<file path="src/sv/cdq_pkg.sv">
// ----------------------------------------------------------------------------
// cdq_pkg: shared types and constants of the circular deque
// Operation codes, sequencer states, field widths and the result record.
// ----------------------------------------------------------------------------
package cdq_pkg;

  localparam int unsigned DEPTH_DEFAULT = 1024;
  localparam int unsigned WORD_W        = 32;
  localparam int unsigned COUNT_W       = 10;
  localparam int unsigned FUNC_W        = 3;

  typedef enum logic [FUNC_W-1:0] {
    FN_PUSH_FRONT = 3'd0,
    FN_PUSH_BACK  = 3'd1,
    FN_POP_FRONT  = 3'd2,
    FN_POP_BACK   = 3'd3,
    FN_QUERY      = 3'd4
  } cdq_func_t;

  typedef enum logic {
    CDQ_IDLE,
    CDQ_RESP
  } cdq_state_t;

  typedef struct packed {
    logic                      ends_valid;
    logic signed [WORD_W-1:0]  back_value;
    logic signed [WORD_W-1:0]  front_value;
    logic                      is_empty;
    logic [COUNT_W-1:0]        count;
    logic                      overflow;
    logic                      popped_valid;
    logic signed [WORD_W-1:0]  popped_value;
  } cdq_result_t;

endpackage

</file>
<file path="src/sv/cdq_ctrl.sv">
// ----------------------------------------------------------------------------
// cdq_ctrl: deque sequencer
// Keeps the head and tail pointers, the word count and cached end words,
// drives the ring memory and builds one result per request.
// ----------------------------------------------------------------------------
module cdq_ctrl import cdq_pkg::*; #(
  parameter int unsigned DEPTH = DEPTH_DEFAULT,
  parameter int unsigned AW    = $clog2(DEPTH)
) (
  input  logic                     clk,
  input  logic                     rst,
  input  logic                     in_valid,
  output logic                     in_ready,
  input  logic [FUNC_W-1:0]        in_func,
  input  logic signed [WORD_W-1:0] in_push_value,
  output logic                     rsp_valid,
  input  logic                     rsp_ready,
  output cdq_result_t              rsp,
  output logic                     mem_we,
  output logic [AW-1:0]            mem_waddr,
  output logic signed [WORD_W-1:0] mem_wdata,
  output logic                     mem_re,
  output logic [AW-1:0]            mem_raddr,
  input  logic signed [WORD_W-1:0] mem_rdata
);

  localparam logic [AW-1:0] LAST = AW'(DEPTH - 1);

  cdq_state_t state, state_next;

  logic [AW-1:0]            head, head_next;
  logic [AW-1:0]            tail, tail_next;
  logic [AW-1:0]            held, held_next;
  logic signed [WORD_W-1:0] front_word, front_word_next;
  logic signed [WORD_W-1:0] back_word, back_word_next;

  logic signed [WORD_W-1:0] pend_popped, pend_popped_next;
  logic                     pend_pvalid, pend_pvalid_next;
  logic                     pend_ovf, pend_ovf_next;
  logic                     load_front, load_front_next;
  logic                     load_back, load_back_next;

  logic          accept, rsp_fire, full, empty;
  logic [AW-1:0] head_inc, head_dec, tail_inc, tail_dec, tail_dec2;
  logic [AW+COUNT_W-1:0]    held_ext;
  logic signed [WORD_W-1:0] front_sel, back_sel;
  cdq_func_t                func;

  assign accept   = in_valid && in_ready;
  assign rsp_fire = rsp_valid && rsp_ready;
  assign full     = (held == LAST);
  assign empty    = (held == '0);
  assign func     = cdq_func_t'(in_func);

  assign head_inc  = (head == LAST) ? '0 : head + 1'b1;
  assign head_dec  = (head == '0) ? LAST : head - 1'b1;
  assign tail_inc  = (tail == LAST) ? '0 : tail + 1'b1;
  assign tail_dec  = (tail == '0) ? LAST : tail - 1'b1;
  assign tail_dec2 = (tail_dec == '0) ? LAST : tail_dec - 1'b1;

  // Next state
  always_comb begin
    state_next = state;
    case (state)
      CDQ_IDLE: begin
        if (accept) begin
          state_next = CDQ_RESP;
        end
      end
      CDQ_RESP: begin
        if (rsp_fire) begin
          state_next = CDQ_IDLE;
        end
      end
      default: state_next = CDQ_IDLE;
    endcase
  end

  // State outputs
  always_comb begin
    in_ready  = 1'b0;
    rsp_valid = 1'b0;
    case (state)
      CDQ_IDLE: in_ready  = 1'b1;
      CDQ_RESP: rsp_valid = 1'b1;
      default: begin
        in_ready  = 1'b0;
        rsp_valid = 1'b0;
      end
    endcase
  end

  // Request decode. A pop that leaves words behind fetches the new end word
  // from the ring; pushes write the ring and update the cached ends directly.
  always_comb begin
    head_next        = head;
    tail_next        = tail;
    held_next        = held;
    front_word_next  = front_word;
    back_word_next   = back_word;
    pend_popped_next = pend_popped;
    pend_pvalid_next = pend_pvalid;
    pend_ovf_next    = pend_ovf;
    load_front_next  = load_front;
    load_back_next   = load_back;
    mem_we           = 1'b0;
    mem_waddr        = tail;
    mem_wdata        = in_push_value;
    mem_re           = 1'b0;
    mem_raddr        = head_inc;

    if (accept) begin
      pend_popped_next = '0;
      pend_pvalid_next = 1'b0;
      pend_ovf_next    = 1'b0;
      load_front_next  = 1'b0;
      load_back_next   = 1'b0;
      case (func)
        FN_PUSH_FRONT: begin
          if (full) begin
            pend_ovf_next = 1'b1;
          end else begin
            head_next       = head_dec;
            held_next       = held + 1'b1;
            mem_we          = 1'b1;
            mem_waddr       = head_dec;
            front_word_next = in_push_value;
            if (empty) begin
              back_word_next = in_push_value;
            end
          end
        end
        FN_PUSH_BACK: begin
          if (full) begin
            pend_ovf_next = 1'b1;
          end else begin
            tail_next      = tail_inc;
            held_next      = held + 1'b1;
            mem_we         = 1'b1;
            mem_waddr      = tail;
            back_word_next = in_push_value;
            if (empty) begin
              front_word_next = in_push_value;
            end
          end
        end
        FN_POP_FRONT: begin
          if (!empty) begin
            pend_popped_next = front_word;
            pend_pvalid_next = 1'b1;
            head_next        = head_inc;
            held_next        = held - 1'b1;
            if (held != AW'(1)) begin
              mem_re          = 1'b1;
              mem_raddr       = head_inc;
              load_front_next = 1'b1;
            end
          end
        end
        FN_POP_BACK: begin
          if (!empty) begin
            pend_popped_next = back_word;
            pend_pvalid_next = 1'b1;
            tail_next        = tail_dec;
            held_next        = held - 1'b1;
            if (held != AW'(1)) begin
              mem_re         = 1'b1;
              mem_raddr      = tail_dec2;
              load_back_next = 1'b1;
            end
          end
        end
        default: begin
          pend_popped_next = '0;
        end
      endcase
    end

    if (rsp_fire) begin
      front_word_next = front_sel;
      back_word_next  = back_sel;
    end
  end

  assign front_sel = load_front ? mem_rdata : front_word;
  assign back_sel  = load_back ? mem_rdata : back_word;
  assign held_ext  = {{COUNT_W{1'b0}}, held};

  always_comb begin
    rsp.popped_value = pend_popped;
    rsp.popped_valid = pend_pvalid;
    rsp.overflow     = pend_ovf;
    rsp.count        = held_ext[COUNT_W-1:0];
    rsp.is_empty     = empty;
    rsp.ends_valid   = !empty;
    rsp.front_value  = empty ? '0 : front_sel;
    rsp.back_value   = empty ? '0 : back_sel;
  end

  always_ff @(posedge clk) begin
    if (rst) begin
      state <= CDQ_IDLE;
      head  <= '0;
      tail  <= '0;
      held  <= '0;
    end else begin
      state <= state_next;
      head  <= head_next;
      tail  <= tail_next;
      held  <= held_next;
    end
  end

  always_ff @(posedge clk) begin
    front_word  <= front_word_next;
    back_word   <= back_word_next;
    pend_popped <= pend_popped_next;
    pend_pvalid <= pend_pvalid_next;
    pend_ovf    <= pend_ovf_next;
    load_front  <= load_front_next;
    load_back   <= load_back_next;
  end

endmodule

</file>
<file path="config.mk">
export PLATFORM = sky130hd
export DESIGN_NAME = cdq_ctrl
export DESIGN_NICKNAME = d
export VERILOG_FILES = /design/src/sv/cdq_pkg.sv /design/src/sv/cdq_ctrl.sv
export SDC_FILE = /design/constraint.sdc
export NUM_CORES = 1
export LEC_CHECK = 0
export BUFFER_PORTS_ARGS = -buffer_cell sky130_fd_sc_hd__buf_4
export CAP_MARGIN = 20
export CORE_MARGIN = 2
export CORE_UTILIZATION = 40
export DETAILED_ROUTE_END_ITERATION = 10
export HOLD_SLACK_MARGIN = 0.06
export PLACE_DENSITY = 0.74
export SYNTH_ARGS = -nofsm -noshare
export SYNTH_HDL_FRONTEND = slang
export SYNTH_SLANG_ARGS = --single-unit
export TNS_END_PERCENT = 100
</file>
<file path="constraint.sdc">
create_clock -name clk -period 9.5 [get_ports clk]
set_input_delay 0.475 -clock clk [delete_from_list [all_inputs] [get_ports clk]]
set_output_delay 0.475 -clock clk [all_outputs]
set_load 0.1 [all_outputs]
</file>
* Word level (Yosys, flattened, before mapping)
Index checks and enable logic that the tools add are counted.
** Operators by class
- Equal/unequal tests :: 17
- Mux-type cells :: 51
- Bitwise operators :: 1
- Add/subtract/negate cells :: 7
- Reduce and logical (&&, ||, !) cells :: 20
** Operators with widths (count)
- 32-bit 2-to-1 mux :: 13
- 32-bit case mux with 2 select lines :: 3
- 10-bit 2-to-1 mux :: 18
- 10-bit case mux with 2 select lines :: 3
- 10-bit logical NOT :: 4
- 10-bit by 1-bit subtractor with 10-bit output (second input constant) :: 4
- 10-bit by 1-bit adder with 10-bit output (second input constant) :: 3
- 10-bit equality test (second input constant) :: 3
- 1-bit 2-to-1 mux :: 13
- 2-bit inequality test (second input constant) :: 6
- 3-bit inequality test (second input constant) :: 4
- 4-bit AND reduction :: 3
- 10-bit by 1-bit inequality test with 1-bit output (second input constant) :: 1
- 5-bit AND reduction :: 2
- 2-bit nonzero test :: 4
- 3-bit by 2-bit equality test with 1-bit output (second input constant) :: 2
- 2-bit OR reduction :: 2
- 3-bit by 1-bit equality test with 1-bit output (second input constant) :: 1
- 3-bit logical NOT :: 1
- 3-bit nonzero test :: 1
- 1-bit logical AND :: 2
- 1-bit case mux with 2 select lines :: 1
- 1-bit logical NOT :: 1
- 1-bit NOT :: 1
** Word-level totals
- Output and inout port bits :: 166
- Logic and storage cells :: 107
- Register bits after elaboration :: 131

* Depth between registers and ports, before layout
Gate-level depths: netlist of the first run.
- Word-level depth :: 8
- Mapped depth :: 9
- Mapped depth without buffers :: 7

* Worst setup path before layout of the first run
Ideal clock, no wire load.
- Path type :: reg-to-output
- Start :: register held[0]
- End :: output mem_re
- Stages on the path, launching flop included :: 6
- Data arrival time :: 7.123 ns
- Setup slack :: 1.902 ns
- Path through :: dfxtp_1 inv_1 ha_1 nand2_1 inv_2 a2111oi_0
** Between the ends
- Word-level cells in the longest chain between the ends :: 5
- Elaborated cells between the ends (all ways) :: 6
- Classes of those cells :: eq/ne (1); mux (4); reduce/logical (1)
** Ends and longest elaborated chain
- start: declaration :: line cdq_ctrl.sv:33 : logic [AW-1:0] held, held_next;
- start signal: assignment :: line cdq_ctrl.sv:210 : held <= held_next;
- 10-bit by 1-bit inequality test with 1-bit output :: line cdq_ctrl.sv:153, cdq_ctrl.sv:166
- 1-bit 2-to-1 mux :: line cdq_ctrl.sv:153, cdq_ctrl.sv:166
- 1-bit 2-to-1 mux * :: line cdq_ctrl.sv:148 : if (!empty) begin
- 1-bit 2-to-1 mux *
- 1-bit 2-to-1 mux * :: line cdq_ctrl.sv:112 : if (accept) begin
- end: declaration :: line cdq_ctrl.sv:22 : output logic mem_re,
Every way passes the cells marked *; elsewhere a longest branch is shown, timed or not.

* Worst setup path in the final report of the first run
- Start :: register tail[0]
- End :: output mem_raddr[8]
** Between the ends
- Word-level cells in the longest chain between the ends :: 8
- Elaborated cells between the ends (all ways) :: 10
- Classes of those cells :: add/sub (2); mux (6); reduce/logical (2)
** Ends and longest elaborated chain
- start: declaration :: line cdq_ctrl.sv:32 : logic [AW-1:0] tail, tail_next;
- start signal: assignment :: line cdq_ctrl.sv:209 : tail <= tail_next;
- 10-bit by 1-bit subtractor with 10-bit output or 10-bit logical NOT (tied branches) :: line cdq_ctrl.sv:58 : assign tail_dec = (tail == '0) ? LAST : tail - 1'b1;
- 10-bit 2-to-1 mux * :: line cdq_ctrl.sv:58
- 10-bit by 1-bit subtractor with 10-bit output or 10-bit logical NOT (tied branches) :: line cdq_ctrl.sv:59 : assign tail_dec2 = (tail_dec == '0) ? LAST : tail_dec - 1'b1;
- 10-bit 2-to-1 mux * :: line cdq_ctrl.sv:59
- 10-bit 2-to-1 mux * :: line cdq_ctrl.sv:166 : if (held != AW'(1)) begin
- 10-bit 2-to-1 mux * :: line cdq_ctrl.sv:161 : if (!empty) begin
- 10-bit 2-to-1 mux *
- 10-bit 2-to-1 mux * :: line cdq_ctrl.sv:112
- end: declaration :: line cdq_ctrl.sv:23 : output logic [AW-1:0] mem_raddr,
Marks and branches as above.

==> summary.md, run 1 <==
| Metric | Value |
|---|---|
| EDFF count, synth | `100` |
| Die Area | `22100 um2` |
| Unrepaired setup endpoints after global routing | `false` |
| CORE AREA | `20400 um2` |
| Syn Std Cell Area | `approximately 8400 um2` |
| Clock Latency Late Sink | `0.42 ns` |
| Clock skew | `roughly 0.019 ns` |
| DRT Wirelength | `25800 um` |
| Setup Total Neg Slack | `0 ns` |
| N_diodes | `0` |
| CP max stage cell | `or4_1` |
| Multi-input logic area | `between 4000 and 5000 um2` |
| Sequential fraction of the synthesis area | `between 40% and 50%` |
| Vias in the first global route | `7348` |
| Post-Synth XOR/XNOR Area | `between 2 and 2.5%` |
| Remaining DRCs | `0` |
| Top cell type by total area after synthesis | `edfxtp_1` |
| Iteration-0 DRC Markers | `642` |
| Layout area overhead | `26.9%` |
| Worst hold path class | `in -> reg` |
| NumNets Final | `1139` |
| Syn avg cell area | `9.28 um2` |
| Pre-antenna DRT Iters | `5` |
| Status | `completed` |
| Power, Total | `0.00229 W` |
| Max VDD drop | `0.126 mV` |
| Slew at the pin with the worst max-slew slack | `approximately 1.1 ns` |
| CP Class | `reg -> out` |
| Largest cells by area after synthesis | `edfxtp_1 (36%), mux2i_1 (8.0%), dfxtp_1 (7.4%)` |
| Crit. End Element | `output pin` |
| Max Slew Vio Count | `0` |
| Row count | `52` |
| Commonest cells after routing, fill and taps aside | `buf_4 (242), nor2_1 (144), edfxtp_1 (100)` |
| Buffers and inverters on the worst path | `2` |
| Vias | `7798` |
| GRT Total Usage | `between 20% and 30%` |
| Largest family of logic cells by synthesized area | `compound AO/OA/AOI/OAI gates` |
| Setup bufs post-CTS | `0` |
| Netlist cell types | `72` |
| DR WL/cell | `a little under 20 um` |
| Synth Flop Type | `edfxtp_1` |
| Final hold vios | `0` |
| Chip width | `approximately 150 um` |
| Critical path required time | `9.03 ns` |
| CTS sink count | `between 100 and 150` |
| Slew Limit Headroom | `approximately 27%` |
| Area occupied by registers | `approximately 3600 um2` |
| PortBufs | `approximately 240` |
| Vias/cell | `just under 6` |
| Synth Net Count | `984` |
| Number of synthesized register bits | `131` |
| Slowest Stage Delay on Critical Path | `~0.52 ns` |
| Crit-path cells | `inv_1 -> ha_1 -> or3b_2 -> o21ai_2 -> nand2_1 -> or4_1 -> a41oi_1 -> buf_4` |
| Crit-path leading delay family | `simple AND/OR/NAND/NOR gates` |
| Pin count of the biggest net entering global routing | `98` |
| Hold_buf cts | `0` |
| Buffers from clock root to sink, at most | `2` |
| Min Hold Slack | `0.398 ns` |
| Gr ovfl total | `0` |
| Dpl hpwl | `around 18000 um` |
| First-pass GRT wire length | `39800 um` |
| Initial Util | `41.0%` |
| Final min period | `3.90 ns` |
| Mux cell area share after synthesis | `about 8.5%` |
| YS warnings | `0` |
| Crit. Startpoint | `tail[0]$_SDFFE_PP0P_` |
| H-tree depth | `4` |
| # resized after CTS | `0` |
| Post-Synth Simple-Gate Area | `around 18%` |
| TritonCTS Buffers | `17` |
| Filler cells | `1888` |
| Hold wc startpoint | `in_valid` |
| Number of routed nets with antenna violations | `0` |
| Share of the synthesized area in the top cell type | `35.8%` |
| Synth async-reset ratio | `0%` |
| Most common cell after layout, fill and taps aside | `buf_4` |
| Worst-path maximum fanout | `17` |
| Mapped Cells | `903` |
| DIE HEIGHT | `149 um` |
| Initial antenna violation count | `0` |
| Max Cap Viol | `0` |
| Critical Path AT | `3.43 ns` |
| FF-to-FF Start | `held[2]$_SDFFE_PP0P_` |
| GP Congestion | `0.925` |
| Setup violators final | `0` |
| P_leak | `about 4.4 nW` |
| Fmax | `between 200 and 300 MHz` |
| Ratio of cells with drive above 1 in the final layout | `28.7%` |
| Final Cycle Share | `41.1%` |
| Cell Pwr Density | `216 nW/um2` |
| CTS tree | `yes` |
| # IOs | `237` |
| Post-Synth Adder-Cell Area | `1.49%` |
| Clk slew on worst S/H paths | `0.06 ns` |
| Crit start category | `flip-flop` |
| Synth Area in Compound Gates | `a little under a fifth` |
| Root Buffer | `clkbuf_16` |
-- sequential cells by signal (all words and copies together), names as in the netlist --
register     count
pend_popped     32
pend_ovf         1
head            10
tail            10
pend_pvalid      1
load_back        1
back_word       32
load_front       1
held            10
front_word      32
state            1
-- tightest hold or removal path: cells and delay by family --
kind                   cells  cell delay (ns)
and+or+nand+nor            2             0.17
buffers and inverters      1             0.10
-- Yosys cell counts (7+ instances only) --
cell      count
xnor2_1      15
a41oi_1       8
buf_2        15
buf_1         8
clkbuf_1     42
o31ai_1       9
a22o_1       33
dfxtp_1      31
inv_1        19
nand2_1      33
nor2b_1      10
a21oi_1      89
a31oi_1      19
ha_1         10
or4_1         8
or3_1        11
nand3_1      14
nor3_1       27
nor4_1        7
nor2_1      145
a211oi_1      9
mux2i_1      67
buf_4        39
o21ai_0      27
xor2_1        7
nand4_1       9
edfxtp_1    100
-- logic make-up after synthesis --
logic type / count (synthesis)
simple gates: 305
compound gates: 236
flops: 131
buf+inv: 128
mux: 71
xor+xnor: 22
fa+ha+maj: 10
-- layer usage --
metal	part of all wire [%]	track usage, %	up-vias
met2	48	36.8	402
met3	8.4	4.13	41
met1	41	31.1	3733
li1	-	-	3622
met5	0	0	-
met4	2.3	7.48	0
-- per-stage QoR --
stage	cells	util, %	worst slack [ns]	instance area, um2
detailed placement	1307	48.9	5.94	9980
global route	1341	52.0	5.34	10600
finish	1341	52.0	5.60	10600
CTS	1339	51.9	5.61	10600
global placement	1307	48.9	6.00	9980
floorplan	903	-	1.90	8380
-- path summary, 6_finish.rpt --
kind / end / slack, ns / depth (start not counted)
worst max-delay path: mem_raddr[8] / 5.60 / 8
worst min-delay path: state$_SDFF_PP0_ / 0.40 / 3
worst max register to register: back_word[2]$_DFFE_PP_ / 6.28 / 8
worst min register to register: pend_popped[1]$_DFFE_PP_ / 0.56 / 1
-- power breakdown --
group / switching (W) / total (W) / internal, W
clock: 0.000268 / 0.000688 / 0.000420
combinational: 0.000736 / 0.000923 / 0.000187
sequential: 0.0000235 / 0.000683 / 0.000659
total: 0.00103 / 0.00229 / 0.00127
-- layout make-up --
cell class / instances / area share (%)
clock buffers: 17 / 4.00
clock inverters: 15 / 1.82
inverters: 20 / 0.706
multi-input cells: 644 / 38.8
flip-flops and latches: 131 / 34.1
well taps: 270 / 3.18
repair buffers: 244 / 17.4
Note: power is estimated with default switching activity, not from simulation.
==> inputs of run 2 (changes only) <==
==> constraint.sdc (replaced) <==
create_clock -name clk -period 4.05 [get_ports clk]
set_input_delay 0.2025 -clock clk [delete_from_list [all_inputs] [get_ports clk]]
set_output_delay 0.2025 -clock clk [all_outputs]
set_load 0.1 [all_outputs]
==> run 2 against run 1 <==
  * Count of clock-buffer cells in the layout stayed put
  * Non-clock buffer count is 5 higher
  * Setup slack worse by 5.2 ns
  * Die area is the same
  * Sequential share of layout area is 0.29 points lower
  * Final area increased by 0.89%
  * Register-to-register slack lost 5.2 ns
  * Via count shrank 0.35%
  * Sequential cell count unchanged
  * Critical endpoint unchanged
  * Largest cell class unchanged
==> summary.md, run 2 (same netlist as run 1, synthesis figures left out) <==
| Metric | Value |
|---|---|
| Status | `completed` |
| Buffers from clock root to sink, at most | `2` |
| DRT Wirelength | `roughly 27000 um` |
| Clock Latency Late Sink | `0.42 ns` |
| DIE HEIGHT | `149 um` |
| Remaining DRCs | `0` |
| Die Area | `22100 um2` |
| Setup bufs post-CTS | `0` |
| Hold_buf cts | `0` |
| Iteration-0 DRC Markers | `between 800 and 900` |
| Root Buffer | `clkbuf_16` |
| Slew at the pin with the worst max-slew slack | `1.12 ns` |
| Dpl hpwl | `roughly 19000 um` |
| Cell Pwr Density | `between 400 and 500 nW/um2` |
| Pre-antenna DRT Iters | `5` |
| Chip width | `149 um` |
| Row count | `52` |
| Ratio of cells with drive above 1 in the final layout | `30.1%` |
| Area occupied by registers | `3620 um2` |
| N_diodes | `0` |
| Max Cap Viol | `0` |
| Clock skew | `0.00920 ns` |
| CORE AREA | `slightly above 20000 um2` |
| Crit start category | `flip-flop` |
| Worst-path maximum fanout | `17` |
| Final hold vios | `0` |
| Dpl ws | `approximately 0.9 ns` |
| Unrepaired setup endpoints after global routing | `false` |
| Fmax | `277 MHz` |
| Setup ws final | `roughly 0.44 ns` |
| Clk slew on worst S/H paths | `0.06 ns` |
| Slew Limit Headroom | `25.0%` |
| Commonest cells after routing, fill and taps aside | `buf_4 (249), nor2_1 (144), edfxtp_1 (100)` |
| Final core utilization | `52.5%` |
| PortBufs | `236` |
| Critical path required time | `3.85 ns` |
| # resized after CTS | `0` |
| DR WL/cell | `19.8 um` |
| Critical Path AT | `3.41 ns` |
| Gr ovfl total | `0` |
| Vias in the first global route | `7166` |
| Crit. End Element | `output pin` |
| # IOs | `237` |
| GP Congestion | `0.914` |
| Multi-input logic area | `approximately 4200 um2` |
| Vias | `7771` |
| Worst hold path class | `in -> reg` |
| Initial antenna violation count | `0` |
| Number of routed nets with antenna violations | `0` |
| Setup Total Neg Slack | `0 ns` |
| Layout area overhead | `28.0%` |
| Final Cycle Share | `89.1%` |
| P_leak | `4.41 nW` |
| Filler cells | `1839` |
| Pin count of the biggest net entering global routing | `57` |
| Inst Count DP | `1314` |
| Min Hold Slack | `~0.08 ns` |
| Setup violators final | `0` |
| Largest registers | `back_word (32), front_word (32), pend_popped (32)` |
| GRT Total Usage | `23.4%` |
| First-pass GRT wire length | `40400 um` |
| CP Class | `reg -> out` |
| CTS sink count | `131` |
| H-tree depth | `4` |
| Max VDD drop | `about 0.29 mV` |
| CTS tree | `yes` |
| Vias/cell | `5.77` |
| Final min period | `3.61 ns` |
| Initial Util | `41.0%` |
| TritonCTS Buffers | `17` |
| Most common cell after layout, fill and taps aside | `buf_4` |
| Max Slew Vio Count | `0` |
| Final Non-Filler Cells | `about 1300` |
| NumNets Final | `1144` |
run 2: cell types whose count changed in the layout (fill, tap and decap cells not counted), moves of 2 or more:
cell / delta
o21ai_2: +2
clkinv_4: -2
bufinv_16: -2
o21ai_0: -4
inv_8: +2
a31oi_2: +3
a31oi_4: +2
buf_4: +7
o21ai_4: +2
a31oi_1: -5
clkinvlp_4: +2
run 2: final cells by class:
class	count	share of cell area [%]
well taps	270	3.15
clock buffers	17	3.97
multi-input cells	644	39.4
inverters	20	0.700
flip-flops and latches	131	33.8
repair buffers	249	17.4
clock inverters	15	1.55
run 2: routing by layer:
metal,up-vias,share of wire (%),global-route usage [%]
met5,-,0,0
met4,0,2.1,7.76
met3,34,7.0,3.85
met2,372,50,39.9
met1,3719,41,30.5
li1,3646,-,-
run 2: through the flow:
| step | cell area [um2] | power (W) |
|---|---|---|
| after floorplan | 8510 | 0.00337 |
| final | 10700 | 0.00532 |
| after CTS | 10700 | 0.00535 |
| after global routing | 10700 | 0.00551 |
| after detailed placement | 10100 | 0.00381 |
| after global placement | 10100 | 0.00380 |
run 2: power breakdown:
group	internal [W]	switching (W)
registers	0.00155	0.0000545
clock network	0.000875	0.000661
logic	0.000444	0.00174
run 2: final timing paths:
check	depth (start not counted)	slack, ns	end	startpoint
max reg2reg	7	1.13	front_word[13]$_DFFE_PP_	held[2]$_SDFFE_PP0P_
min	3	0.08	state$_SDFF_PP0_	in_valid
max	8	0.44	mem_raddr[8]	tail[0]$_SDFFE_PP0P_
min reg2reg	2	0.51	state$_SDFF_PP0_	state$_SDFF_PP0_
run 2: critical path, cell delays in order (launching register included):
cell     delay [ns]
dfxtp_1        0.47
inv_1          0.18
ha_1           0.43
or3b_2         0.51
o21ai_2        0.24
nand2_1        0.12
or4_1          0.51
a41oi_1        0.20
buf_4          0.32
